### config.mk
export PLATFORM = sky130hd
export DESIGN_NAME = kct_fifo
export DESIGN_NICKNAME = d
export VERILOG_FILES = /design/src/rtl/kmer_count_table_top_assert.svh /design/src/rtl/kct_pkg.sv /design/src/rtl/kct_fifo.sv
export SDC_FILE = /design/constraint.sdc
export NUM_CORES = 1
export LEC_CHECK = 0
export BUFFER_PORTS_ARGS = -buffer_cell sky130_fd_sc_hd__buf_2
export CORE_MARGIN = 2
export CORE_UTILIZATION = 52
export CTS_CLUSTER_SIZE = 28
export DETAILED_ROUTE_END_ITERATION = 10
export PLACE_DENSITY_LB_ADDON = 0.25
export SYNTH_ARGS = -nofsm -noshare
export SYNTH_HDL_FRONTEND = slang
export SYNTH_SLANG_ARGS = --single-unit
### constraint.sdc
create_clock -name i_clk -period 4.46 [get_ports i_clk]
set_clock_uncertainty 0.1 [all_clocks]
set_input_delay 0.446 -clock i_clk [delete_from_list [all_inputs] [get_ports i_clk]]
set_output_delay 0.446 -clock i_clk [all_outputs]
set_load 0.02 [all_outputs]
### src/rtl/kmer_count_table_top_assert.svh
// Assertion macros for the k-mer count table.
// Included by modules that carry concurrent checks; no other dependencies.
`ifndef KMER_COUNT_TABLE_TOP_ASSERT_SVH
`define KMER_COUNT_TABLE_TOP_ASSERT_SVH

`ifndef SYNTHESIS
`define KCT_ASSERT(lbl, clk, rst_n, prop) \
    lbl: assert property (@(posedge clk) disable iff (!rst_n) prop) \
        else $error("kct assertion failed");
`define KCT_ASSERT_ANY(lbl, clk, prop) \
    lbl: assert property (@(posedge clk) prop) \
        else $error("kct assertion failed");
`else
`define KCT_ASSERT(lbl, clk, rst_n, prop)
`define KCT_ASSERT_ANY(lbl, clk, prop)
`endif

`endif

### src/rtl/kct_pkg.sv
// Shared types, constants and helper functions for the k-mer count table.
// Used by kct_fifo, kct_front, kct_back and kmer_count_table_top.
package kct_pkg;

    localparam int MAX_K      = 8;
    localparam int COUNT_BITS = 32;
    localparam int ADDR_W     = 2 * MAX_K;
    localparam int TOTAL_W    = 48;
    localparam int KEY_W      = 16;
    localparam int KLEN_W     = 4;
    localparam int SEEN_W     = 5;
    localparam int SEEN_MAX   = 31;
    localparam int Q_DEPTH    = 4;
    localparam int Q_PTR_W    = $clog2(Q_DEPTH);

    localparam logic [1:0] MODE_INC  = 2'd0;
    localparam logic [1:0] MODE_DEC  = 2'd1;
    localparam logic [1:0] MODE_READ = 2'd2;
    localparam logic [1:0] MODE_KEY  = 2'd3;

    localparam logic [1:0] ST_OK       = 2'd0;
    localparam logic [1:0] ST_BAD_CHAR = 2'd1;
    localparam logic [1:0] ST_LENGTH   = 2'd2;
    localparam logic [1:0] ST_RANGE    = 2'd3;

    localparam logic [2:0] TY_INT8   = 3'd0;
    localparam logic [2:0] TY_UINT8  = 3'd1;
    localparam logic [2:0] TY_INT16  = 3'd2;
    localparam logic [2:0] TY_UINT16 = 3'd3;
    localparam logic [2:0] TY_INT32  = 3'd4;
    localparam logic [2:0] TY_UINT32 = 3'd5;
    localparam logic [2:0] TY_INT64  = 3'd6;
    localparam logic [2:0] TY_UINT64 = 3'd7;

    localparam logic [7:0] CH_A = 8'h41;
    localparam logic [7:0] CH_C = 8'h43;
    localparam logic [7:0] CH_G = 8'h47;
    localparam logic [7:0] CH_T = 8'h54;
    localparam logic [7:0] CH_U = 8'h55;

    typedef struct packed {
        logic [1:0]  mode;
        logic [15:0] index;
        logic [7:0]  symbol;
        logic        last;
        logic        bump_total;
        logic [2:0]  out_type;
    } t_in;

    typedef struct packed {
        logic [31:0]        value;
        logic [1:0]         status;
        logic [TOTAL_W-1:0] total;
    } t_out;

    typedef enum logic [1:0] {
        OP_INC  = 2'd0,
        OP_DEC  = 2'd1,
        OP_READ = 2'd2,
        OP_STAT = 2'd3
    } t_kind;

    typedef struct packed {
        t_kind             kind;
        logic [ADDR_W-1:0] addr;
        logic              bump;
        logic [2:0]        out_type;
        logic [1:0]        status;
    } t_op;

    typedef struct packed {
        logic       ok;
        logic [1:0] code;
    } t_sym;

    function automatic logic [SEEN_W-1:0] eff_k(input logic [KLEN_W-1:0] len);
        if (len == '0) return SEEN_W'(1);
        if (int'(len) > MAX_K) return SEEN_W'(MAX_K);
        return SEEN_W'(len);
    endfunction

    // index below 4^k and below the store depth
    function automatic logic in_range(input logic [KEY_W-1:0] idx,
                                      input logic [SEEN_W-1:0] k);
        logic ok;
        ok = 1'b1;
        for (int i = 0; i < KEY_W; i++) begin
            if ((i >= 2 * int'(k) || i >= ADDR_W) && idx[i]) ok = 1'b0;
        end
        return ok;
    endfunction

    function automatic t_sym sym_decode(input logic [7:0] s);
        t_sym r;
        r.ok = 1'b1;
        case (s)
            CH_A: r.code = 2'd0;
            CH_C: r.code = 2'd1;
            CH_G: r.code = 2'd2;
            CH_T: r.code = 2'd3;
            CH_U: r.code = 2'd3;
            default: begin
                r.code = 2'd0;
                r.ok   = 1'b0;
            end
        endcase
        return r;
    endfunction

    function automatic logic [31:0] sat_value(input logic [COUNT_BITS-1:0] v,
                                              input logic [2:0] t);
        logic [63:0] tmax;
        logic [63:0] v64;
        case (t)
            TY_INT8:   tmax = 64'h7F;
            TY_UINT8:  tmax = 64'hFF;
            TY_INT16:  tmax = 64'h7FFF;
            TY_UINT16: tmax = 64'hFFFF;
            TY_INT32:  tmax = 64'h7FFF_FFFF;
            TY_UINT32: tmax = 64'hFFFF_FFFF;
            TY_INT64:  tmax = 64'h7FFF_FFFF_FFFF_FFFF;
            TY_UINT64: tmax = 64'hFFFF_FFFF_FFFF_FFFF;
            default:   tmax = 64'hFFFF_FFFF;
        endcase
        v64 = 64'(v);
        if (v64 > tmax) v64 = tmax;
        if (v64 > 64'hFFFF_FFFF) v64 = 64'hFFFF_FFFF;
        return v64[31:0];
    endfunction

endpackage

### src/rtl/kct_fifo.sv
// Short operation queue between the front and back halves.
// Depends on kct_pkg for t_op and the queue depth.
module kct_fifo (
    input  logic          i_clk,
    input  logic          i_rst_n,
    input  logic          i_push,
    input  kct_pkg::t_op  i_push_op,
    output logic          o_full,
    output logic          o_valid,
    output kct_pkg::t_op  o_head,
    input  logic          i_pop
);
    import kct_pkg::*;

    t_op                r_mem [Q_DEPTH];
    logic [Q_PTR_W-1:0] r_wr_ptr, n_wr_ptr;
    logic [Q_PTR_W-1:0] r_rd_ptr, n_rd_ptr;
    logic [Q_PTR_W:0]   r_count, n_count;

    assign o_full  = (r_count == (Q_PTR_W+1)'(Q_DEPTH));
    assign o_valid = (r_count != '0);
    assign o_head  = r_mem[r_rd_ptr];

    always_comb begin
        n_wr_ptr = r_wr_ptr;
        n_rd_ptr = r_rd_ptr;
        n_count  = r_count;
        if (i_push) n_wr_ptr = r_wr_ptr + 1'b1;
        if (i_pop) n_rd_ptr = r_rd_ptr + 1'b1;
        if (i_push && !i_pop) n_count = r_count + 1'b1;
        else if (!i_push && i_pop) n_count = r_count - 1'b1;
    end

    always_ff @(posedge i_clk) begin
        if (!i_rst_n) begin
            r_wr_ptr <= '0;
            r_rd_ptr <= '0;
            r_count  <= '0;
        end else begin
            r_wr_ptr <= n_wr_ptr;
            r_rd_ptr <= n_rd_ptr;
            r_count  <= n_count;
        end
    end

    always_ff @(posedge i_clk) begin
        if (i_push) r_mem[r_wr_ptr] <= i_push_op;
    end

endmodule

## Yosys cells after proc, flatten, opt, wreduce, memory -nomap -nowiden

Memories as Yosys holds them, arrays and structs flattened. A register that Yosys moved wholly into a read port is not among the register bits.
Cells that the tools add are included.

| operators by class | value |
|---|---|
| equality and inequality tests | 1 |
| reduce and logical (&&, ||, !) cells | 6 |
| multiplexer cells | 6 |
| add/sub/neg operators | 4 |

Operators with widths:

| operator | count |
|---|---|
| 2-to-1 mux 3 bit | 2 |
| adder 2 x 1 -> 2 bit, second input constant | 2 |
| 2-to-1 mux 2 bit | 2 |
| adder 3 x 1 -> 3 bit, second input constant | 1 |
| equality test 3 bit, second input constant | 1 |
| nonzero test 3 bit | 1 |
| subtractor 3 x 1 -> 3 bit, second input constant | 1 |
| logical AND 1 bit | 2 |
| logical NOT 1 bit | 2 |
| 2-to-1 mux 1 bit | 2 |
| nonzero test 2 bit | 1 |

| storage, ports and cells | value |
|---|---|
| RAM bits | 96 |
| bits in registers | 7 |
| output and inout bits | 26 |
| input bits | 28 |
| memories kept | 1 |

Memories:

| name | depth | bits a word | read ports | clocked after memory_dff | wr ports | RTL line | RTL |
|---|---|---|---|---|---|---|---|
| r_mem | 4 | 24 | 1 | 1 | 1 | kct_fifo.sv:15 | `t_op r_mem [Q_DEPTH];` |

## Longest topological paths before layout

Gate-level depths: netlist (run 1).

| depth | value |
|---|---|
| word-level depth | 4 |
| depth in mapped cells | 7 |
| mapped depth without buffers | 7 |

## Worst setup path before layout (run 1)

Ideal clock, no wire load.

| timing | value |
|---|---|
| kind | input to register |
| from | input i_pop |
| to | register r_count[2] |
| arrival time | 1.647 ns |
| cell stages on the path | 7 |
| library setup time | 0.076 ns |
| buffers on the path | 0 |
| setup slack | 2.637 ns |
| cell sequence | inv_1 ha_1 inv_1 fa_1 xor2_1 or3_1 a21boi_0 |

| on the way | value |
|---|---|
| cells in the longest elaborated chain, start to end | 3 |

Ends and longest elaborated chain:

| item | RTL line | RTL |
|---|---|---|
| start: declaration | kct_fifo.sv:11 | `input logic i_pop` |
| logical NOT 1 bit | kct_fifo.sv:30 | `if (i_push && !i_pop) n_count = r_count + 1'b1;` |
| logical AND 1 bit | kct_fifo.sv:30 |  |
| 2-to-1 mux 3 bit or nonzero test 2 bit (tied branches) | n/a |  |
| end signal: assignment | kct_fifo.sv:42 | `r_count <= n_count;` |
| end: declaration | kct_fifo.sv:18 | `logic [Q_PTR_W:0] r_count, n_count;` |

Parallel ways exist; a longest one is shown, timed or not.
A chain may end at the register's enable or synchronous reset.

==> impl_metrics.py, run 1 <==
metrics = {
    "synth": {
        "postSynthAreaPerCell_um2": 23.4,
        "yosysWarnings": 0,
        "synth_cell_types": 21,
        "synth_cells": 169,
        "syn_nets": 203,
        "netlist_area_um2": 3950,
        "ys_ff_latch": 105,
        "yosysSeqAreaShare_pct": 77.5,
    },
    "worst_setup_path": {
        "reg2reg_slack_ps": 2660,
        "critPathMaxStageDelay_ps": 880,
        "critPathMaxFanout": 24,
        "critPathCaptureType": "output pin",
        "timing.rr.start": "r_wr_ptr[0]",
        "endpoint": "o_head[10]",
        "worst-path-stages": 2,
        "crit_required_ps": 3910,
        "crit_type": "register to output pin",
        "startpoint_type": "register",
        "crit_family": "flip-flops",
        "cp_num_buf_inv": 1,
        "worstReg2RegEnd": "r_mem[3][2]",
        "path_cells": "mux4_1, buf_2",
        "ff2ff_path_depth": 3,
        "crit_arrival_ps": 2060,
        "slowest_stage": "dfxtp_2",
    },
    "timing": {
        "post-route-min-period_ps": 2610,
        "tns_ps": 0,
        "rsz0062_at_grt": "false",
        "period_share_pct": 58.4,
        "hold_viol_final": 0,
        "fmax_mhz": 384,
        "setup_violations": 0,
        "relSlewSlack_pct": 45.1,
        "finalMaxSlewViolations": 0,
        "tightest_slew_ps": 824,
    },
    "layout": {
        "num-nets-final": 266,
        "diodes": 0,
        "area_growth_pct": 14.3,
        "layout.cells.non_filler": 336,
        "n_fill_cell": 535,
        "regArea_um2": 3060,
        "multi_input_area_um2": 807,
        "final_design_area_no_fill_um2": 4510,
        "drive_above_1_share_pct": 40.1,
    },
    "drt": {
        "wl_per_cell_um": 18.0,
        "antenna_left": 0,
        "via_per_inst": 5.16,
        "drt_iter0_markers": 127,
        "dr.pass1.iters": 4,
        "drc": 0,
        "vias": 1733,
        "wirelength_um": 6060,
    },
    "floorplan": {
        "initial_utilization_pct": 54.2,
        "die-height_um": 91.2,
        "fp.dieW_um": 91.2,
        "core_area_um2": 7290,
        "rows": 31,
        "ios": 54,
        "dieArea_um2": 8310,
    },
    "clock_network": {
        "holdBufCountCts": 0,
        "clockBufferDepth": 2,
        "postCtsSetupRepairBufs": 0,
        "cts-htree-levels": 3,
        "cts_sinks": 105,
        "cts-root-buf": "clkbuf_8",
        "cts_resized": 0,
        "clk_pin_slew_ps": 100,
        "clk_latency_ps": 360,
        "numCtsBuffers": 9,
        "cts_tree": "yes",
    },
    "status": {
        "outcome": "complete, no violations",
    },
    "placed_design": {
        "placed_cell_area_um2": 4310,
        "dp_cells": 320,
        "port_buffers": 53,
        "place.gp.congestion": 0.678,
        "place_hpwl_um": 3870,
    },
    "global_routing": {
        "grt_max_degree": 25,
        "grt_pass1_vias": 1880,
        "grt.overflow.total": 0,
        "antenna_found_initial": 0,
        "grt_pass1_wl_um": 9890,
        "grt_usage_pct": 16.2,
    },
    "hold_path": {
        "holdPathStages": 1,
        "hold_path.class": "primary input to register",
    },
    "power": {
        "p_per_area_nw_per_um2": 437,
        "ir_drop_mv": 0.219,
        "leakage_uw": 0.00157,
    },
    "job": {
        "drv_cap": 0,
    },
}
logic make-up after synthesis:
| group | Yosys count | synth area share (%) |
|---|---|---|
| adder cells (fa/ha/maj) | 6 | 2.09 |
| flip-flops | 105 | 77.5 |
| AO/OA/AOI/OAI | 2 | 0.317 |
| buffers and inverters | 10 | 2.03 |
| XOR/XNOR | 5 | 1.11 |
| AND/OR/NAND/NOR | 15 | 2.34 |
| multiplexers | 26 | 14.6 |
report_power, final:
part	leakage [uW]	total (uW)	switching [uW]	internal (uW)
Clock	0.0000966	587	322	264
Combinational	0.000512	227	123	104
Sequential	0.000956	1160	32.4	1130
synthesized netlist by cell type:
master    number  area share, %
mux4_1         4            2.7
edfxtp_1      96             73
o21ai_0        1           0.13
mux4_2        20             11
clkbuf_1       1          0.095
buf_2          2           0.25
xor2_1         3           0.67
xnor2_1        2           0.44
mux2i_1        2           0.51
and2_1         9            1.4
nor3b_1        1           0.19
a21boi_0       1           0.19
nand2_1        1          0.095
ha_1           5            1.6
fa_1           1           0.51
or3_1          2           0.32
dfxtp_1        9            4.6
inv_1          4           0.38
nor2b_1        2           0.32
buf_6          1           0.29
buf_12         2            1.0
cells in the final DEF, fill, tap and decap left out:
master,n
a21boi_0,1
and2_1,9
buf_2,53
buf_4,5
bufinv_16,1
clkbuf_8,9
clkinv_2,1
clkinvlp_4,2
dfxtp_1,8
dfxtp_2,1
edfxtp_1,96
fa_1,1
ha_1,5
inv_1,4
inv_6,3
mux2i_1,2
mux4_1,4
mux4_2,20
nand2_1,1
nor2b_1,2
nor3b_1,1
o21ai_0,1
or3_1,2
xnor2_1,2
xor2_1,3
worst min-delay path by stage:
stage | from | endpoint | slack [ps]
2_1_floorplan | r_count[2] | r_count[2] | 370
3_3_place_gp | r_count[2] | r_count[2] | 390
3_5_place_dp | r_count[2] | r_count[2] | 390
4_1_cts | i_push_op[4] | r_mem[1][4] | 170
5_1_grt | i_push_op[4] | r_mem[0][4] | 170
6_report | i_push_op[4] | r_mem[1][4] | 190
flip-flops by register name (all words and copies together), names as in the netlist, named ones only:
register  cells
r_rd_ptr      2
r_count       3
r_mem        96
r_wr_ptr      2
final cells by class:
type	count	area share [%]
sequential	105	67.9
multi-input combinational	54	17.9
timing repair buffer	58	6.71
clock buffer	9	2.74
tap	99	2.74
clock inverter	7	1.69
inverter	4	0.333
layer usage:
layer | routed length (um) | vias up | track usage (%) | share of wire [%]
li1 | - | 816 | - | -
met1 | 2560 | 876 | 20.1 | 42
met2 | 3200 | 31 | 26.8 | 53
met3 | 180 | 10 | 4.15 | 3.0
met4 | 119 | 0 | 7.58 | 2.0
met5 | 0 | - | 0 | 0
through the flow:
step / hold slack, ps / setup WS (ps) / total power, uW / util, %
6_report: 186 / 1850 / 1970 / 61.9
5_1_grt: 167 / 1680 / 2050 / 61.9
4_1_cts: 170 / 1750 / 1990 / 61.9
3_5_place_dp: 394 / 2160 / 1410 / 59.1
3_3_place_gp: 390 / 2190 / 1410 / 59.1
2_1_floorplan: 367 / 2640 / 1340 / -
Note: power is estimated with default switching activity, not from simulation.
==> run 2: changes to the inputs <==
Settings changed: ABC_AREA set to 1, CORE_UTILIZATION 52 to 51.
Clock period 4.46 ns to 2.3 ns, I/O delays scaled along.
==> impl_metrics.py, run 2 <==
metrics = {
    "status": {
        "outcome": "complete, no violations",
    },
    "drt": {
        "vias": 2516,
        "wl_per_cell_um": 15.5,
        "drc": 0,
        "dr.pass1.iters": 4,
        "antenna_left": 0,
        "wirelength_um": 7530,
        "via_per_inst": 5.19,
        "drt_iter0_markers": 109,
    },
    "hold_path": {
        "holdPathStages": 1,
        "hold_path.class": "primary input to register",
        "min-delay-start": "i_push_op[2]",
        "holdPathEnd": "r_mem[2][2]",
    },
    "synth": {
        "syn_nets": 325,
        "async_flop_share_pct": 0,
        "synth_area_leader_cell": "edfxtp_1",
        "synth_cells": 291,
        "yosysSeqAreaShare_pct": 73.4,
        "synth_edf_count": 96,
        "ys_ff_latch": 105,
        "synth.area.top_cells": "edfxtp_1 69%, o21ai_0 6.0%, o22ai_2 6.0%",
        "postSynthAreaPerCell_um2": 14.3,
        "synthAdderAreaFrac_pct": 1.98,
        "synth_xor_area_share_pct": 0,
        "synth_flop_cell": "edfxtp_1",
        "synth_mux_area_share_pct": 0,
        "synth_cell_types": 21,
        "synth.most_common_cell": "edfxtp_1",
        "yosys.area_share.simple_pct": 7.35,
        "synth_top_family_by_area": "compound AO/OA/AOI/OAI gates",
        "yosysTopAreaCellShare_pct": 69.1,
        "yosysWarnings": 0,
        "synth_top_cells_by_count": "96 x edfxtp_1, 50 x o21ai_0, 34 x nor2_1",
        "netlist_area_um2": 4170,
        "synth_compound_area_share_pct": 13.6,
    },
    "floorplan": {
        "dieArea_um2": 8920,
        "die-height_um": 94.4,
        "ios": 54,
        "core_area_um2": 7810,
        "fp.dieW_um": 94.4,
        "initial_utilization_pct": 53.4,
        "rows": 32,
    },
    "power": {
        "switchingPower_uw": 926,
        "leakage_uw": 0.00187,
        "swShare_pct": 23.1,
        "p_int_uw": 3080,
        "power.share.clock_pct": 32.3,
        "ir_drop_mv": 0.468,
        "power.share.sequential_pct": 54.9,
        "comb_power_share_pct": 12.8,
        "finalPower_uw": 4010,
        "p_per_area_nw_per_um2": 793,
    },
    "placed_design": {
        "place.gp.congestion": 0.747,
        "dp_cells": 446,
        "place_hpwl_um": 4820,
        "port_buffers": 53,
        "preCtsSetupSlack_ps": 670,
    },
    "worst_setup_path": {
        "critPathCaptureType": "output pin",
        "crit_type": "register to output pin",
        "reg2reg_slack_ps": 700,
        "timing.rr.start": "r_wr_ptr[0]",
        "worstReg2RegEnd": "r_mem[0][8]",
        "crit_required_ps": 1970,
        "startpoint_type": "register",
        "crit_arrival_ps": 1660,
        "ff2ff_path_depth": 5,
        "critPathMaxFanout": 28,
    },
    "clock_network": {
        "cts-htree-levels": 3,
        "numCtsBuffers": 9,
        "cts_sinks": 105,
        "cts-root-buf": "clkbuf_8",
        "clockBufferDepth": 2,
        "postCtsSetupRepairBufs": 0,
        "cts_tree": "yes",
        "clk_pin_slew_ps": 90,
        "clk_latency_ps": 340,
    },
    "timing": {
        "tightest_slew_ps": 460,
        "tns_ps": 0,
        "post-route-min-period_ps": 1990,
        "rsz0062_at_grt": "false",
        "setup_ws_ps": 309,
        "hold_viol_final": 0,
        "fmax_mhz": 502,
        "period_share_pct": 86.6,
        "finalMaxSlewViolations": 0,
        "relSlewSlack_pct": 69.3,
        "setup_violations": 0,
    },
    "layout": {
        "area_growth_pct": 21.1,
        "diodes": 0,
        "mostFrequentLayoutCell": "edfxtp_1",
        "final_cell_mix": "96 x edfxtp_1, 53 x buf_2, 50 x o21ai_0",
        "layout.cells.non_filler": 485,
        "num-nets-final": 412,
        "largest_register_ffs": 96,
        "top_register": "r_mem",
        "final_util_pct": 64.7,
        "drive_above_1_share_pct": 32.6,
        "top_regs": "r_mem x96, r_count x3",
    },
    "job": {
        "drv_cap": 0,
    },
    "global_routing": {
        "grt_usage_pct": 18.2,
        "antenna_found_initial": 0,
        "grt_pass1_wl_um": 12100,
        "grt.overflow.total": 0,
        "grt_max_degree": 29,
        "grt_pass1_vias": 2550,
    },
}
[run 2: changes by cell type after synthesis, sizes merged, moves of 3 or more]
cell	change
a21oi	+4
o21ai	+53
inv	+13
and2	-9
o22ai	+24
nor2	+54
nand2	+9
buf	+8
mux4	-24
xor2	-3
[run 2: how the worst max path moves through the flow]
stage | startpoint | endpoint | slack (ps)
detailed placement | register | o_head[5] | 670
finish | register | o_head[5] | 310
global route | register | o_head[2] | 180
global placement | register | o_head[2] | 700
floorplan | r_wr_ptr[0] | r_mem[2][0] | 750
CTS | register | o_head[5] | 270
[run 2: kinds of logic (layout without fill, tap and decap cells)]
| group | Yosys count | after routing |
|---|---|---|
| adder cells (fa/ha/maj) | 6 | 6 |
| AO/OA/AOI/OAI | 82 | 82 |
| AND/OR/NAND/NOR | 67 | 67 |
| flip-flops | 105 | 105 |
| buffers and inverters | 31 | 123 |
[run 2: critical path, stage by stage (launching register included)]
cell,delay (ps)
dfxtp_2,460
buf_4,320
o21ai_0,170
o22ai_2,170
buf_2,190
[run 2: power by group through the flow]
stage / registers [uW] / logic, uW / clock network [uW]
after floorplan: 2240 / 323 / 0
after global placement: 2240 / 481 / 0
after detailed placement: 2240 / 492 / 0
after CTS: 2200 / 523 / 1330
after global routing: 2210 / 569 / 1410
final: 2200 / 514 / 1290
[run 2: what timing repair did]
action,CTS,global route
hold buffers,23,0
endpoints found under the hold margin,91,0
resized for setup,0,0
[run 2: metal layers]
layer | vias to the layer above | share of wire [%] | global-route usage [%]
li1 | 1236 | - | -
met1 | 1231 | 44 | 22.3
met2 | 43 | 52 | 31.6
met3 | 6 | 3.2 | 4.31
met4 | 0 | 0.73 | 6.76
met5 | - | 0 | 0
[run 2: through the flow]
step / hold WS (ps) / instance area, um^2
floorplan: 229 / 4170
global placement: 327 / 4580
detailed placement: 344 / 4580
CTS: 7.70 / 5050
global route: 5.08 / 5050
finish: 31.5 / 5050
[run 2: area by class of cell]
class                   instances  area, um^2
repair buffers                 90         601
clock buffers                   9         124
inverters                      17        63.8
clock inverters                 7         118
multi-input cells             155         955
flip-flops and latches        105        3060
fillers                       583        2760
well taps                     102         128
