`config.mk`:
```
export PLATFORM = sky130hd
export DESIGN_NAME = kct_front
export DESIGN_NICKNAME = d
export VERILOG_FILES = /design/src/rtl/kmer_count_table_top_assert.svh /design/src/rtl/kct_pkg.sv /design/src/rtl/kct_front.sv
export SDC_FILE = /design/constraint.sdc
export NUM_CORES = 1
export LEC_CHECK = 0
export ABC_AREA = 1
export BUFFER_PORTS_ARGS = -buffer_cell sky130_fd_sc_hd__buf_2
export CAP_MARGIN = 5
export CORE_MARGIN = 2
export CORE_UTILIZATION = 50
export DETAILED_ROUTE_END_ITERATION = 8
export PLACE_DENSITY = 0.83
export SLEW_MARGIN = 5
export SYNTH_ARGS = -nofsm -noshare
export SYNTH_HDL_FRONTEND = slang
export SYNTH_SLANG_ARGS = --single-unit
```
`constraint.sdc`:
```
create_clock -name i_clk -period 1.95 [get_ports i_clk]
set_clock_uncertainty 0.2 [all_clocks]
set_input_delay 0 -clock i_clk [delete_from_list [all_inputs] [get_ports i_clk]]
set_output_delay 0 -clock i_clk [all_outputs]
set_load 0.05 [all_outputs]
```
`src/rtl/kmer_count_table_top_assert.svh`:
```
// Assertion macros for the k-mer count table.
// Included by modules that carry concurrent checks; no other dependencies.
`ifndef KMER_COUNT_TABLE_TOP_ASSERT_SVH
`define KMER_COUNT_TABLE_TOP_ASSERT_SVH

`ifndef SYNTHESIS
`define KCT_ASSERT(lbl, clk, rst_n, prop) \
    lbl: assert property (@(posedge clk) disable iff (!rst_n) prop) \
        else $error("kct assertion failed");
`define KCT_ASSERT_ANY(lbl, clk, prop) \
    lbl: assert property (@(posedge clk) prop) \
        else $error("kct assertion failed");
`else
`define KCT_ASSERT(lbl, clk, rst_n, prop)
`define KCT_ASSERT_ANY(lbl, clk, prop)
`endif

`endif

```
`src/rtl/kct_pkg.sv`:
```
// Shared types, constants and helper functions for the k-mer count table.
// Used by kct_fifo, kct_front, kct_back and kmer_count_table_top.
package kct_pkg;

    localparam int MAX_K      = 8;
    localparam int COUNT_BITS = 32;
    localparam int ADDR_W     = 2 * MAX_K;
    localparam int TOTAL_W    = 48;
    localparam int KEY_W      = 16;
    localparam int KLEN_W     = 4;
    localparam int SEEN_W     = 5;
    localparam int SEEN_MAX   = 31;
    localparam int Q_DEPTH    = 4;
    localparam int Q_PTR_W    = $clog2(Q_DEPTH);

    localparam logic [1:0] MODE_INC  = 2'd0;
    localparam logic [1:0] MODE_DEC  = 2'd1;
    localparam logic [1:0] MODE_READ = 2'd2;
    localparam logic [1:0] MODE_KEY  = 2'd3;

    localparam logic [1:0] ST_OK       = 2'd0;
    localparam logic [1:0] ST_BAD_CHAR = 2'd1;
    localparam logic [1:0] ST_LENGTH   = 2'd2;
    localparam logic [1:0] ST_RANGE    = 2'd3;

    localparam logic [2:0] TY_INT8   = 3'd0;
    localparam logic [2:0] TY_UINT8  = 3'd1;
    localparam logic [2:0] TY_INT16  = 3'd2;
    localparam logic [2:0] TY_UINT16 = 3'd3;
    localparam logic [2:0] TY_INT32  = 3'd4;
    localparam logic [2:0] TY_UINT32 = 3'd5;
    localparam logic [2:0] TY_INT64  = 3'd6;
    localparam logic [2:0] TY_UINT64 = 3'd7;

    localparam logic [7:0] CH_A = 8'h41;
    localparam logic [7:0] CH_C = 8'h43;
    localparam logic [7:0] CH_G = 8'h47;
    localparam logic [7:0] CH_T = 8'h54;
    localparam logic [7:0] CH_U = 8'h55;

    typedef struct packed {
        logic [1:0]  mode;
        logic [15:0] index;
        logic [7:0]  symbol;
        logic        last;
        logic        bump_total;
        logic [2:0]  out_type;
    } t_in;

    typedef struct packed {
        logic [31:0]        value;
        logic [1:0]         status;
        logic [TOTAL_W-1:0] total;
    } t_out;

    typedef enum logic [1:0] {
        OP_INC  = 2'd0,
        OP_DEC  = 2'd1,
        OP_READ = 2'd2,
        OP_STAT = 2'd3
    } t_kind;

    typedef struct packed {
        t_kind             kind;
        logic [ADDR_W-1:0] addr;
        logic              bump;
        logic [2:0]        out_type;
        logic [1:0]        status;
    } t_op;

    typedef struct packed {
        logic       ok;
        logic [1:0] code;
    } t_sym;

    function automatic logic [SEEN_W-1:0] eff_k(input logic [KLEN_W-1:0] len);
        if (len == '0) return SEEN_W'(1);
        if (int'(len) > MAX_K) return SEEN_W'(MAX_K);
        return SEEN_W'(len);
    endfunction

    // index below 4^k and below the store depth
    function automatic logic in_range(input logic [KEY_W-1:0] idx,
                                      input logic [SEEN_W-1:0] k);
        logic ok;
        ok = 1'b1;
        for (int i = 0; i < KEY_W; i++) begin
            if ((i >= 2 * int'(k) || i >= ADDR_W) && idx[i]) ok = 1'b0;
        end
        return ok;
    endfunction

    function automatic t_sym sym_decode(input logic [7:0] s);
        t_sym r;
        r.ok = 1'b1;
        case (s)
            CH_A: r.code = 2'd0;
            CH_C: r.code = 2'd1;
            CH_G: r.code = 2'd2;
            CH_T: r.code = 2'd3;
            CH_U: r.code = 2'd3;
            default: begin
                r.code = 2'd0;
                r.ok   = 1'b0;
            end
        endcase
        return r;
    endfunction

    function automatic logic [31:0] sat_value(input logic [COUNT_BITS-1:0] v,
                                              input logic [2:0] t);
        logic [63:0] tmax;
        logic [63:0] v64;
        case (t)
            TY_INT8:   tmax = 64'h7F;
            TY_UINT8:  tmax = 64'hFF;
            TY_INT16:  tmax = 64'h7FFF;
            TY_UINT16: tmax = 64'hFFFF;
            TY_INT32:  tmax = 64'h7FFF_FFFF;
            TY_UINT32: tmax = 64'hFFFF_FFFF;
            TY_INT64:  tmax = 64'h7FFF_FFFF_FFFF_FFFF;
            TY_UINT64: tmax = 64'hFFFF_FFFF_FFFF_FFFF;
            default:   tmax = 64'hFFFF_FFFF;
        endcase
        v64 = 64'(v);
        if (v64 > tmax) v64 = tmax;
        if (v64 > 64'hFFFF_FFFF) v64 = 64'hFFFF_FFFF;
        return v64[31:0];
    endfunction

endpackage

```
`src/rtl/kct_front.sv`:
```
// Front half: accepts words, holds k-mer length and key state, classifies ops.
// Depends on kct_pkg; feeds kct_fifo.
module kct_front (
    input  logic                       i_clk,
    input  logic                       i_rst_n,
    input  logic                       i_in_valid,
    output logic                       o_in_stall,
    input  kct_pkg::t_in               i_in_word,
    input  logic                       i_cfg_valid,
    output logic                       o_cfg_ready,
    input  logic [kct_pkg::KLEN_W-1:0] i_cfg_data,
    input  logic                       i_clearing,
    input  logic                       i_q_full,
    output logic                       o_push,
    output kct_pkg::t_op               o_push_op
);
    import kct_pkg::*;

    logic [KLEN_W-1:0] r_kmer_len;
    logic [KEY_W-1:0]  r_key_code, n_key_code;
    logic [SEEN_W-1:0] r_seen, n_seen;
    logic              r_bad, n_bad;

    logic              accept;
    logic              push;
    logic [SEEN_W-1:0] k;
    t_sym              sym;
    logic [KEY_W-1:0]  code_upd;
    logic [SEEN_W-1:0] seen_upd;
    logic              bad_upd;
    t_op               op;

    assign o_cfg_ready = 1'b1;
    assign o_in_stall  = i_clearing || i_q_full;
    assign accept      = i_in_valid && !o_in_stall;
    assign k           = eff_k(r_kmer_len);
    assign sym         = sym_decode(i_in_word.symbol);

    always_comb begin
        code_upd = sym.ok ? {r_key_code[KEY_W-3:0], sym.code} : r_key_code;
        bad_upd  = r_bad || !sym.ok;
        seen_upd = (r_seen != SEEN_W'(SEEN_MAX)) ? r_seen + 1'b1 : r_seen;

        n_key_code = r_key_code;
        n_seen     = r_seen;
        n_bad      = r_bad;
        push       = 1'b0;
        op.kind     = OP_STAT;
        op.addr     = ADDR_W'(i_in_word.index);
        op.bump     = i_in_word.bump_total;
        op.out_type = i_in_word.out_type;
        op.status   = ST_OK;

        case (i_in_word.mode)
            MODE_INC, MODE_DEC: begin
                push    = in_range(i_in_word.index, k);
                op.kind = (i_in_word.mode == MODE_INC) ? OP_INC : OP_DEC;
            end
            MODE_READ: begin
                push = 1'b1;
                if (in_range(i_in_word.index, k)) begin
                    op.kind = OP_READ;
                end else begin
                    op.status = ST_RANGE;
                end
            end
            MODE_KEY: begin
                n_key_code = code_upd;
                n_seen     = seen_upd;
                n_bad      = bad_upd;
                if (i_in_word.last) begin
                    push    = 1'b1;
                    op.addr = ADDR_W'(code_upd);
                    if (bad_upd) begin
                        op.status = ST_BAD_CHAR;
                    end else if (seen_upd != k) begin
                        op.status = ST_LENGTH;
                    end else if (in_range(code_upd, k)) begin
                        op.kind = OP_READ;
                    end else begin
                        op.status = ST_RANGE;
                    end
                    n_key_code = '0;
                    n_seen     = '0;
                    n_bad      = 1'b0;
                end
            end
            default: push = 1'b0;
        endcase
    end

    assign o_push    = accept && push;
    assign o_push_op = op;

    always_ff @(posedge i_clk) begin
        if (!i_rst_n) begin
            r_kmer_len <= KLEN_W'(MAX_K);
            r_key_code <= '0;
            r_seen     <= '0;
            r_bad      <= 1'b0;
        end else begin
            if (i_cfg_valid && o_cfg_ready) r_kmer_len <= i_cfg_data;
            if (accept) begin
                r_key_code <= n_key_code;
                r_seen     <= n_seen;
                r_bad      <= n_bad;
            end
        end
    end

endmodule

```
# Yosys cells after proc, flatten, opt, wreduce, memory -nomap -nowiden
# Cells that the tools add are included.
word_totals:
  ff_bits: 26
  latch_bits: 0
  ramBits: 0
  rom_bits: 0
  in_bits: 41
  out_inout_bits: 27
  elab_cells: 143
  mem_count: 0
classes:
  addsub: 1
  multipliers: 0
  div: 0
  n_lt_le_gt_ge: 17
  n_eq_ne: 10
  shift: 0
  muxes: 67
  n_bitwise: 0
  reduce_logical: 44
ops:
  columns: ["op", "count"]
  rows:
  - ["4-bit by 6-bit greater-or-equal comparator with 1-bit output, first input constant", 8]
  - ["1-bit 2-to-1 mux", 48]
  - ["16-bit 2-to-1 mux", 3]
  - ["8-bit by 7-bit equality test with 1-bit output, second input constant", 5]
  - ["1-bit logical AND", 34]
  - ["5-bit 2-to-1 mux", 6]
  - ["3-bit by 6-bit greater-or-equal comparator with 1-bit output, first input constant", 4]
  - ["17-bit 2-to-1 mux", 1]
  - ["1-bit by 6-bit greater-or-equal comparator with 1-bit output, first input constant", 2]
  - ["2-bit by 6-bit greater-or-equal comparator with 1-bit output, first input constant", 2]
  - ["2-bit one-hot mux with 3 select lines", 2]
  - ["2-bit 2-to-1 mux", 5]
  - ["5-bit by 1-bit adder with 5-bit output, second input constant", 1]
  - ["5-bit inequality test", 1]
  - ["5-bit inequality test, second input constant", 1]
  - ["5-bit OR reduction", 1]
  - ["2-bit equality test, second input constant", 2]
  - ["4-bit > comparator, second input constant", 1]
  - ["4-bit logical NOT", 1]
  - ["2-bit one-hot mux with 2 select lines", 1]
  - ["2-bit OR reduction", 2]
  - ["1-bit one-hot mux with 3 select lines", 1]
  - ["2-bit by 1-bit equality test with 1-bit output, second input constant", 1]
  - ["1-bit logical NOT", 2]
  - ["3 further kinds", 4]

# Longest topological paths before layout
# Gate-level depths: netlist of run 1.
logic_depth:
  word_depth: 32
  depth_mapped: 18
  depth_no_buf: 17

# Worst setup path after synthesis of run 1
# Ideal clock, no wire load.
synth_path:
  path_type: "reg2out"
  startpoint: "reg r_kmer_len[2]"
  endpoint: "out o_push"
  arrival_time_ns: 2.117
  t_required_ns: 1.750
  slack_ns: -0.367
  stages_incl_launch_ff: 9
  path_buffers: 0
  cell_sequence: "dfxtp_1 inv_1 nor2_1 nand2_1 o21ai_0 nand4_1 nand2_1 nand4_1 a211oi_1"
synth_via:
  elab_chain_cells: 25
  elab_cells_between_ends: 58
  cone_classes: "17 x order compare; 23 x mux; 18 x reduce/logical"
synth_lines:
  columns: ["item", "line_no", "text"]
  rows:
  - ["start, declared", "kct_front.sv:19", "logic [KLEN_W-1:0] r_kmer_len;"]
  - ["start signal, assigned", "kct_front.sv:97", "r_kmer_len <= KLEN_W'(MAX_K);"]
  - ["start signal, assigned", "kct_front.sv:102", "if (i_cfg_valid && o_cfg_ready) r_kmer_len <= i_cfg_data;"]
  - ["4-bit > comparator", "kct_pkg.sv:78", "if (int'(len) > MAX_K) return SEEN_W'(MAX_K);"]
  - ["1-bit 2-to-1 mux (2 in series)", "kct_pkg.sv:78", null]
  - ["5-bit 2-to-1 mux", "kct_pkg.sv:79", "return SEEN_W'(len);"]
  - ["5-bit 2-to-1 mux *", "kct_pkg.sv:78", null]
  - ["1-bit by 6-bit greater-or-equal comparator with 1-bit output", "kct_pkg.sv:88", "if ((i >= 2 * int'(k) || i >= ADDR_W) && idx[i]) ok = 1'b0;"]
  - ["1-bit logical AND", "kct_pkg.sv:88", null]
  - ["1-bit 2-to-1 mux", "kct_pkg.sv:88", null]
  - ["1-bit 2-to-1 mux", null, null]
  - ["1-bit 2-to-1 mux", "kct_pkg.sv:88", null]
  - ["1-bit 2-to-1 mux", null, null]
  - ["1-bit 2-to-1 mux (4 in series)", "kct_pkg.sv:88", null]
  - ["1-bit 2-to-1 mux (7 in series)", null, null]
  - ["1-bit 2-to-1 mux *", "kct_pkg.sv:88", null]
  - ["1-bit one-hot mux with 3 select lines *", "kct_front.sv:54", "case (i_in_word.mode)"]
  - ["1-bit logical AND *", "kct_front.sv:92", "assign o_push = accept && push;"]
  - ["end, declared", "kct_front.sv:14", "output logic o_push,"]
# Every way passes the cells marked *; elsewhere a longest branch is shown, timed or not. The select of a mux whose other input is x is not followed.

==> flow_summary.ini, run 1 <==
[outcome]
run_status = finished with violations
failed_checks = negative setup slack

[synth]
yosys_warnings = 0
yosysUniqueCellTypes = 31
synth.yosys.seq_area_share_pct = 26.4
synthesis.area_per_instance_um2 = 5.98
synthesis.area_mm2 = 0.00197
syn_nets = 372
synth.ff_latch_count = 26
syn-instance-count = 330

[drt]
detailroute.via_count = 2450
detail_route.drc_violations = 0
ant_nets = 0
finalWirelength_um = 6180
drt-initial-drc-count = 301
vias_per_cell = 5.46
wire_per_inst_um = 13.8
first_pass_iters = 5

[power_and_ir_drop]
power_density_mw_per_mm2 = 488
power.total_uw = 1300
total_leakage_power_uw = 0.00126
vdd_drop_max_uv = 317

[setup_path]
critPathRequiredTime_ns = 1.75
cpMaxStageDelayCell = sky130_fd_sc_hd__dfxtp_2
worst_setup_path_end_kind = output port
timing.critical_path.buf_inv = 2
critical_path.endpoint = o_push_op[22]
timing.critical_path.max_delay_family = simple AND/OR/NAND/NOR gates
crit_path_cell_trace = ha_4 > buf_4 > xnor2_2 > nand2_2 > xor2_1 > nor2_1 > nand2_1 > nor2_2 > nand3_2 > nor2_4 > nor2_4 > buf_8
worstSetupStartpointType = flip-flop
cp_num_cells = 12
worst-r2r-setup-slack_ns = 0.27
setup.worst_path.class = flip-flop to output port
timing.rr.end = r_seen[0]$_SDFFE_PN0P_
reg2reg_from = r_seen[0]$_SDFFE_PN0P_
critPathMostFrequentCell = sky130_fd_sc_hd__nor2_4
critPathArrivalTime_ns = 2.18
crit_path_max_incr_delay_ns = 0.35
worst_setup_path_startpoint = r_seen[0]$_SDFFE_PN0P_
worstRegToRegCells = 8
timing.critical_path.fanout_max = 2

[floorplan]
floorplan.die_area_mm2 = 0.00447
placementRows = 22
coreArea_mm2 = 0.00372
die_height_um = 66.8
die_width_um = 66.8
starting_density_of_the_core_pct = 53.1
io_pins = 68

[sta]
worst_slew_pin_slew_ns = 0.646
max_freq_mhz = 421
min_period_over_period_pct = 122
setup-violations-final = 4
fin_hold_ws_ns = 0.0108
hold_viol = 0
finalMaxSlewViolations = 0
unrepaired_setup_endpoints_after_global_routing = true
post-route-worst-setup-slack_ns = -0.427
final_period_minus_worst_setup_slack_ns = 2.38
worst_slew_margin_rel_pct = 56.9

[clocking]
clock_tree.root_cell = sky130_fd_sc_hd__clkbuf_8
clk-insertion-delay-late_ns = 0.28
cts-buffers-inserted = 3
numClockSinks = 26
clock_tree.buffer_depth = 2
ctsHtreeMaxLevel = 1
cts_tree = built
clk_pin_slew_ns = 0.09

[global_routing]
antenna_found_initial = 0
gr-usage-all-layers_pct = 26.1
first_global_vias = 2045
pin_count_of_the_biggest_net_entering_global_routing = 23
globalRoute.totalOverflow = 0
grt_pass1_wl_um = 9010

[final_layout]
layout-drive-gt1-share_pct = 31.7
finalNetCount = 444
synthToLayoutAreaGrowth_pct = 35.2
final.fill_count = 293
antenna_cells = 0
layout.cells.most_common = sky130_fd_sc_hd__nand2_1
postLayoutCoreUtil_pct = 71.9
mostFrequentLayoutCells = sky130_fd_sc_hd__nand2_1, sky130_fd_sc_hd__buf_2, sky130_fd_sc_hd__inv_1

[placement]
port_buffers = 58
dp_hpwl_um = 3910
globalplace.congestion = 0.823

[flow_run]
drv_cap = 0

[worst_hold_path]
hold_class = input pin to flip-flop
==> state kept, by name (all words and copies together) (netlist names) <==
name,count
r_key_code,16
r_seen,5
r_kmer_len,4
r_bad,1
==> per-layer routing <==
layer | vias up | track usage (%) | part of all wire [%]
li1 | 1195 | - | -
met1 | 1062 | 32.8 | 38
met2 | 158 | 45.0 | 48
met3 | 35 | 2.53 | 9.6
met4 | 0 | 11.2 | 4.4
met5 | - | 0 | 0
==> worst register-to-register path: cells and delay by family, from the launching register on <==
family | cells | cell delay [ns]
flops | 1 | 0.37
xor+xnor | 1 | 0.20
simple gates | 3 | 0.32
compound gates | 1 | 0.15
fa+ha+maj | 1 | 0.14
buf+inv | 2 | 0.23
==> where the power goes <==
part,internal [uW],switching [uW],leakage (uW)
logic,125,274,0.00102
registers,538,8.44,0.000212
clock network,181,176,0.0000288
==> repair_timing <==
item	CTS	global route
pin swaps	11	12
setup endpoints to repair	4	5
gates cloned	0	1
setup buffers	1	1
endpoints found under the hold margin	9	0
gates resized for setup	29	14
hold buffers	10	0
==> synth_stat cells, drive strengths merged <==
master    n  area share, %
a211oi    1           0.38
a21oi    30            7.6
and3      1           0.32
buf      10            4.1
clkbuf    8            1.5
conb      1           0.19
dfxtp    26             26
ha        1           0.63
inv      37            7.0
nand2   115             24
nand3    30            7.6
nand3b    1           0.38
nand4     4            2.0
nor2     21            4.9
nor3      2           0.51
o21ai    30            7.8
o22ai     1           0.32
o311ai    1           0.44
or2       3           0.95
xnor2     2           0.89
xor2      5            2.2
==> layout make-up <==
| cell class | instances | area (um^2) | share of cell area, % |
|---|---|---|---|
| inverter | 37 | 143 | 5.34 |
| sequential | 26 | 531 | 19.9 |
| clock buffer | 4 | 55.1 | 2.06 |
| timing repair inverter | 1 | 5.00 | 0.187 |
| timing repair buffer | 84 | 556 | 20.8 |
| tap | 48 | 60.1 | 2.25 |
| multi-input combinational | 249 | 1320 | 49.5 |
==> cell families (layout without fill, tap and decap cells) <==
logic type	Yosys count	count (layout)	share of synthesized area, %
AOI/OAI and AO/OA	63	63	16.5
DFF	26	26	26.4
buffers and inverters	55	126	12.6
other	1	1	0.190
and+or+nand+nor	177	177	40.6
xor gates and xnor gates	7	7	3.11
adders and majority gates	1	1	0.634
==> worst min-delay path by stage <==
stage | startpoint | endpoint | slack [ns] | cells past startpoint
floorplan | i_cfg_valid | r_kmer_len[3]$_SDFFE_PN1P_ | -0.1 | 1
global placement | i_in_word[0] | o_push_op[2] | -0.20 | 0
detailed placement | i_in_word[0] | o_push_op[2] | -0.20 | 0
CTS | i_in_word[4] | r_key_code[13]$_SDFFE_PN0P_ | 0.009 | 6
global route | i_in_word[4] | r_seen[1]$_SDFFE_PN0P_ | 0.05 | 5
finish | i_in_word[4] | r_key_code[13]$_SDFFE_PN0P_ | 0.01 | 6
==> stage by stage <==
step                      cell area (um^2)  std cells  worst slack [ns]  TNS, ns
after floorplan                       1990        330           0.00346        0
after global placement                2350        432            -0.151   -0.295
after detailed placement              2350        432            -0.218   -0.491
after CTS                             2590        447            -0.299   -0.895
after global routing                  2670        449            -0.487    -1.56
final                                 2670        449            -0.427    -1.21
No activity file was read; power rests on OpenSTA's default activity.
==> run 2: changes to the inputs <==
SETUP_SLACK_MARGIN = 0.2   (was not set)
==> run 2 against run 1 <==
  * The run still ends with negative setup slack left
  * Power is 2.4% lower
  * Flip-flop and latch count stayed put
  * Clock power is 7.6% lower
  * Count of clock-buffer cells in the layout stayed put
  * Worst setup slack better by 0.044 ns
  * Largest power group unchanged
  * Via count is 1.5% lower
  * Final area is 0.28% lower
  * Cell count is 0.67% higher
  * Routed wire length is 4.5% lower
  * Maximum frequency is 1.9% higher
  * Combinational power hardly changed
  * First-iteration DRC count is 20% lower
==> flow_summary.ini, run 2 (synthesized netlist as in run 1, its figures left out) <==
[global_routing]
gr-usage-all-layers_pct = 27.2
first_global_vias = 2095
use_met1_pct = 33.0
pin_count_of_the_biggest_net_entering_global_routing = 32
grt.busiest_layer = met2
grt_pass1_wl_um = 9270
gr_layer_usage_met3_pct = 4.05
globalRoute.totalOverflow = 0
antenna_found_initial = 0
grt.met2_usage_pct = 46.4

[clocking]
clock_tree.buffer_depth = 2
clk-insertion-delay-late_ns = 0.28
numClockSinks = 26
ctsHtreeMaxLevel = 1
clk_pin_slew_ns = 0.09
cts_tree = built
clock_tree.root_cell = sky130_fd_sc_hd__clkbuf_8
cts-buffers-inserted = 3

[sta]
hold_viol = 0
min_period_over_period_pct = 120
setup-violations-final = 4
worst_slew_pin_slew_ns = 0.697
finalMaxSlewViolations = 0
worst_slew_margin_rel_pct = 53.5
max_freq_mhz = 429
final_period_minus_worst_setup_slack_ns = 2.33
post-route-worst-setup-slack_ns = -0.384
unrepaired_setup_endpoints_after_global_routing = true

[final_layout]
layout-drive-gt1-share_pct = 31.4
biggest_registers_after_layout = r_key_code x16, r_seen x5, r_kmer_len x4
synthToLayoutAreaGrowth_pct = 34.9
finalNonFillerCells = 452
mostFrequentLayoutCells = sky130_fd_sc_hd__nand2_1, sky130_fd_sc_hd__buf_2, sky130_fd_sc_hd__inv_1
largest_register = r_key_code
antenna_cells = 0
final.fill_count = 310
largest_reg_flops = 16
finalNetCount = 447
layout.cells.most_common = sky130_fd_sc_hd__nand2_1

[flow_run]
drv_cap = 0

[floorplan]
die_height_um = 66.8
die_width_um = 66.8
placementRows = 22
floorplan.die_area_mm2 = 0.00447
io_pins = 68
coreArea_mm2 = 0.00372
starting_density_of_the_core_pct = 53.1

[placement]
dp_cells = 435
globalplace.congestion = 0.898
dp_hpwl_um = 4020
preCtsSetupSlack_ns = -0.119
port_buffers = 58

[power_and_ir_drop]
vdd_drop_max_uv = 273
total_leakage_power_uw = 0.00127
power_density_mw_per_mm2 = 477
power.total_uw = 1270

[drt]
detail_route.drc_violations = 0
drt-initial-drc-count = 242
wire_per_inst_um = 13.1
ant_nets = 0
detailroute.via_count = 2413
finalWirelength_um = 5900
first_pass_iters = 5
vias_per_cell = 5.34

[worst_hold_path]
hold_class = input pin to flip-flop

[setup_path]
setup.worst_path.class = flip-flop to output port
timing.critical_path.fanout_max = 5
worst_setup_path_end_kind = output port
worstSetupStartpointType = flip-flop
worst-r2r-setup-slack_ns = 0.34
critPathArrivalTime_ns = 2.13
critPathRequiredTime_ns = 1.75

[outcome]
failed_checks = negative setup slack
run_status = finished with violations
-- run 2: cell count changes in the layout (fill, tap and decap cells not counted), moves of 2 or more --
cell,before,now
sky130_fd_sc_hd__buf_2,54,52
sky130_fd_sc_hd__buf_4,15,21
sky130_fd_sc_hd__dfxtp_2,5,2
sky130_fd_sc_hd__dfxtp_4,1,3
sky130_fd_sc_hd__nand2_1,101,99
sky130_fd_sc_hd__nand2_4,4,6
sky130_fd_sc_hd__nor2_2,5,7
sky130_fd_sc_hd__o21ai_1,10,13
sky130_fd_sc_hd__o21ai_2,4,2
-- run 2: worst paths after layout --
path	end	start	cells after the start
setup reg to reg	r_seen[1]$_SDFFE_PN0P_	r_seen[0]$_SDFFE_PN0P_	7
hold / removal	r_key_code[0]$_SDFFE_PN0P_	i_in_word[4]	5
setup / recovery	o_push_op[22]	r_seen[0]$_SDFFE_PN0P_	12
hold reg to reg	r_key_code[4]$_SDFFE_PN0P_	r_key_code[4]$_SDFFE_PN0P_	2
-- run 2: what timing repair did --
| item | in CTS | in global routing |
|---|---|---|
| endpoints found under the hold margin | 9 | 0 |
| endpoints found under the setup margin | 4 | 6 |
| hold buffers | 10 | 0 |
| gates resized for setup | 20 | 10 |
| pin swaps | 7 | 1 |
| buffers inserted | 1 | 2 |
-- run 2: where the power goes --
group          internal [uW]  switching (uW)  leakage, uW
Sequential               535            8.01     0.000213
Combinational            126             271      0.00104
Clock                    147             183    0.0000228
-- run 2: critical path: stages (launching register included) --
cell and delay, ns:
sky130_fd_sc_hd__dfxtp_4 0.36, sky130_fd_sc_hd__ha_4 0.16, sky130_fd_sc_hd__and3_4 0.18, sky130_fd_sc_hd__nand2_4 0.09, sky130_fd_sc_hd__nand2_2 0.07, sky130_fd_sc_hd__xor2_1 0.15, sky130_fd_sc_hd__nor2_1 0.14, sky130_fd_sc_hd__nand2_1 0.08
sky130_fd_sc_hd__nor2_2 0.17, sky130_fd_sc_hd__nand3_2 0.13, sky130_fd_sc_hd__nor2_4 0.13, sky130_fd_sc_hd__nor2_4 0.05, sky130_fd_sc_hd__buf_6 0.15
-- run 2: metrics by stage --
step / cell area [um^2] / hold slack, ns / setup TNS (ns) / utilization (%)
after detailed placement: 2420 / -0.200 / -0.260 / 65.1
after global routing: 2660 / 0.0372 / -1.49 / 71.6
after CTS: 2630 / 0.00722 / -0.892 / 70.7
final: 2660 / 0.0227 / -1.20 / 71.6
after global placement: 2420 / -0.200 / -0.0727 / 65.1
after floorplan: 2040 / -0.0996 / 0 / -
-- run 2: area by class of cell --
| class | count | area, um^2 | share of cell area (%) |
|---|---|---|---|
| inverter | 37 | 139 | 5.22 |
| clock buffer | 4 | 45.0 | 1.69 |
| timing repair buffer | 88 | 574 | 21.6 |
| sequential | 26 | 534 | 20.1 |
| tap | 48 | 60.1 | 2.26 |
| multi-input combinational | 249 | 1310 | 49.2 |
-- run 2: layer usage --
metal	vias to the layer above	wire length, um
li1	1196	-
met1	1067	2380
met2	129	2840
met3	21	494
met4	0	187
met5	-	0
==> run 3: changes to the inputs <==
ABC_AREA = not set   (was 1)
CORE_UTILIZATION = 51   (was 50)
PLACE_DENSITY = 0.84   (was 0.83)
TNS_END_PERCENT = 20   (was not set)
==> run 3 against run 2 <==
  * The run still ends with negative setup slack left
  * Die area increased by 0.78%
  * Utilization up 17 points
  * Final area is 25% higher
  * Register-to-register slack lost 0.16 ns
  * Count of clock-buffer cells in the layout down 1
  * Critical path depth shrank 5
  * Maximum frequency shrank 9.8%
  * Largest power group unchanged
==> flow_summary.ini, run 3 <==
[drt]
vias_per_cell = 6.70
finalWirelength_um = 8680
first_pass_iters = 7
detail_route.drc_violations = 0
detailroute.via_count = 2753
wire_per_inst_um = 21.1
drt-initial-drc-count = 327
ant_nets = 0

[sta]
hold_viol = 0
setup-violations-final = 6
finalMaxSlewViolations = 0
max_freq_mhz = 387
post-route-worst-setup-slack_ns = -0.637
min_period_over_period_pct = 133
unrepaired_setup_endpoints_after_global_routing = true
final_period_minus_worst_setup_slack_ns = 2.59

[synth]
synth.yosys.seq_area_share_pct = 25.6
netlist_top_cells_area = sky130_fd_sc_hd__dfxtp_1, sky130_fd_sc_hd__mux2i_1, sky130_fd_sc_hd__nor2b_1
synth_area_leader_cell = sky130_fd_sc_hd__dfxtp_1
yosysUniqueCellTypes = 55
synth_top_flop_cell = sky130_fd_sc_hd__dfxtp_1
synthesis.area_mm2 = 0.00203
syn-instance-count = 266
yosys_warnings = 0
synth_enable_flop_cells = 0
synth.ff_latch_count = 26
synthesis.area_per_instance_um2 = 7.63
ys_async_sr_fraction_pct = 0
synth_commonest_cells = sky130_fd_sc_hd__dfxtp_1, sky130_fd_sc_hd__nor2b_1, sky130_fd_sc_hd__nand2_1, sky130_fd_sc_hd__nor2_1, sky130_fd_sc_hd__mux2i_1
yosys.cell_count.top_type = sky130_fd_sc_hd__dfxtp_1
syn_nets = 308
yosys_top_cell_area_share_pct = 25.6

[global_routing]
gr-usage-all-layers_pct = 32.9
antenna_found_initial = 0
first_global_vias = 2384
grt_pass1_wl_um = 11000
globalRoute.totalOverflow = 0
pin_count_of_the_biggest_net_entering_global_routing = 34

[setup_path]
timing.critical_path.fanout_max = 3
worst_setup_path_startpoint = r_kmer_len[2]$_SDFFE_PN0P_
worstSetupStartpointType = flip-flop
worstRegToRegCells = 6
reg2reg_from = r_seen[0]$_SDFFE_PN0P_
setup.worst_path.class = flip-flop to output port
critPathRequiredTime_ns = 1.75
worst_setup_path_end_kind = output port
critPathArrivalTime_ns = 2.39
critical_path.endpoint = o_push_op[0]
timing.rr.end = r_seen[2]$_SDFFE_PN0P_
worst-r2r-setup-slack_ns = 0.18

[power_and_ir_drop]
total_leakage_power_uw = 0.00134
power_density_mw_per_mm2 = 457
vdd_drop_max_uv = 417

[final_layout]
finalNonFillerCells = 411
postLayoutCoreUtil_pct = 89.0
largest_register = r_key_code
antenna_cells = 0
postLayoutCellArea_mm2 = 0.00333
biggest_registers_after_layout = r_key_code x16, r_seen x5, r_kmer_len x4
mostFrequentLayoutCells = sky130_fd_sc_hd__buf_4, sky130_fd_sc_hd__buf_2, sky130_fd_sc_hd__nor2b_1, sky130_fd_sc_hd__dfxtp_1, sky130_fd_sc_hd__buf_6
layout-drive-gt1-share_pct = 43.5
largest_reg_flops = 16
synthToLayoutAreaGrowth_pct = 64.1
finalNetCount = 406
layout.cells.most_common = sky130_fd_sc_hd__buf_4

[floorplan]
die_height_um = 67.1
die_width_um = 67.1
floorplan.die_area_mm2 = 0.00450
placementRows = 22
starting_density_of_the_core_pct = 54.2
coreArea_mm2 = 0.00374
io_pins = 68

[worst_hold_path]
hold_class = input pin to flip-flop

[placement]
port_buffers = 58
dp_area_mm2 = 0.00272
globalplace.congestion = 0.921
dp_hpwl_um = 4600
dp_cells = 391

[outcome]
failed_checks = negative setup slack
run_status = finished with violations

[clocking]
clock_tree.buffer_depth = 2
clk-insertion-delay-late_ns = 0.27
clock_tree.root_cell = sky130_fd_sc_hd__clkbuf_8
numClockSinks = 26
clk_pin_slew_ns = 0.09
ctsHtreeMaxLevel = 1
cts-buffers-inserted = 3
cts_tree = built

[flow_run]
drv_cap = 0
run 3: final cells by class:
cell class | instances | area [um^2]
Multi-Input combinational cell | 211 | 1680
Timing Repair Buffer | 120 | 995
Inverter | 2 | 7.51
Sequential cell | 26 | 523
Clock inverter | 1 | 30.0
Clock buffer | 3 | 41.3
Tap cell | 48 | 60.1
Fill cell | 166 | 410
run 3: metrics by stage:
step	TNS, ns	total power (uW)	hold slack (ns)	setup slack (ns)
6_report	-2.11	1520	0.0558	-0.637
4_1_cts	-1.88	1470	0.0141	-0.563
3_3_place_gp	-3.02	927	-0.199	-0.327
5_1_grt	-2.57	1560	0.0731	-0.698
3_5_place_dp	-4.36	933	-0.199	-0.382
2_1_floorplan	-3.79	840	-0.0718	-0.384
run 3: layer usage:
layer  wire [um]  global-route usage (%)  vias up  share of wire (%)
met1        3060                    37.8     1244                 35
met4         727                    17.3        0                8.4
met2        3950                    57.9      257                 45
li1            -                       -     1164                  -
met5           0                       0        -                  0
met3         951                    5.57       88                 11
run 3: kinds of logic after synthesis:
logic type	Yosys count	share of synthesized area [%]
DFF	26	25.6
adders and majority gates	1	0.616
xor gates and xnor gates	2	0.863
buffers and inverters	29	7.45
other	1	0.185
and+or+nand+nor	107	28.8
muxes	21	10.4
AOI/OAI and AO/OA	79	26.1
run 3: critical path: stages (launching register included):
cell and delay, ns:
sky130_fd_sc_hd__dfxtp_2 0.35, sky130_fd_sc_hd__or3_4 0.40, sky130_fd_sc_hd__a32oi_4 0.23, sky130_fd_sc_hd__mux2_4 0.34
sky130_fd_sc_hd__a211oi_4 0.28, sky130_fd_sc_hd__o41ai_2 0.17, sky130_fd_sc_hd__a21oi_4 0.16, sky130_fd_sc_hd__buf_6 0.17
run 3: timing repair:
item | in CTS | in global routing
gates resized for setup | 71 | 24
setup endpoints to repair | 34 | 23
hold buffers | 15 | 0
setup buffers | 1 | 0
pin swaps | 19 | 24
endpoints found under the hold margin | 30 | 0
run 3: worst min path at each step:
stage                 start                     endpoint  slack [ns]  depth (start not counted)
3_5_place_dp   i_in_word[0]                 o_push_op[2]       -0.20                          0
3_3_place_gp   i_in_word[0]                 o_push_op[2]       -0.20                          0
4_1_cts        i_in_word[4]       r_seen[0]$_SDFFE_PN0P_        0.01                          4
6_report       i_in_word[7]   r_key_code[1]$_SDFFE_PN0P_        0.06                          5
5_1_grt        i_in_word[7]   r_key_code[1]$_SDFFE_PN0P_        0.07                          5
2_1_floorplan       i_rst_n  r_key_code[15]$_SDFFE_PN0P_       -0.07                          1
run 3: where the power goes:
part	internal [uW]	leakage [uW]	switching, uW	total, uW
logic	212	0.00110	312	524
clock network	275	0.0000357	180	455
registers	537	0.000211	5.72	542
total	1020	0.00134	498	1520
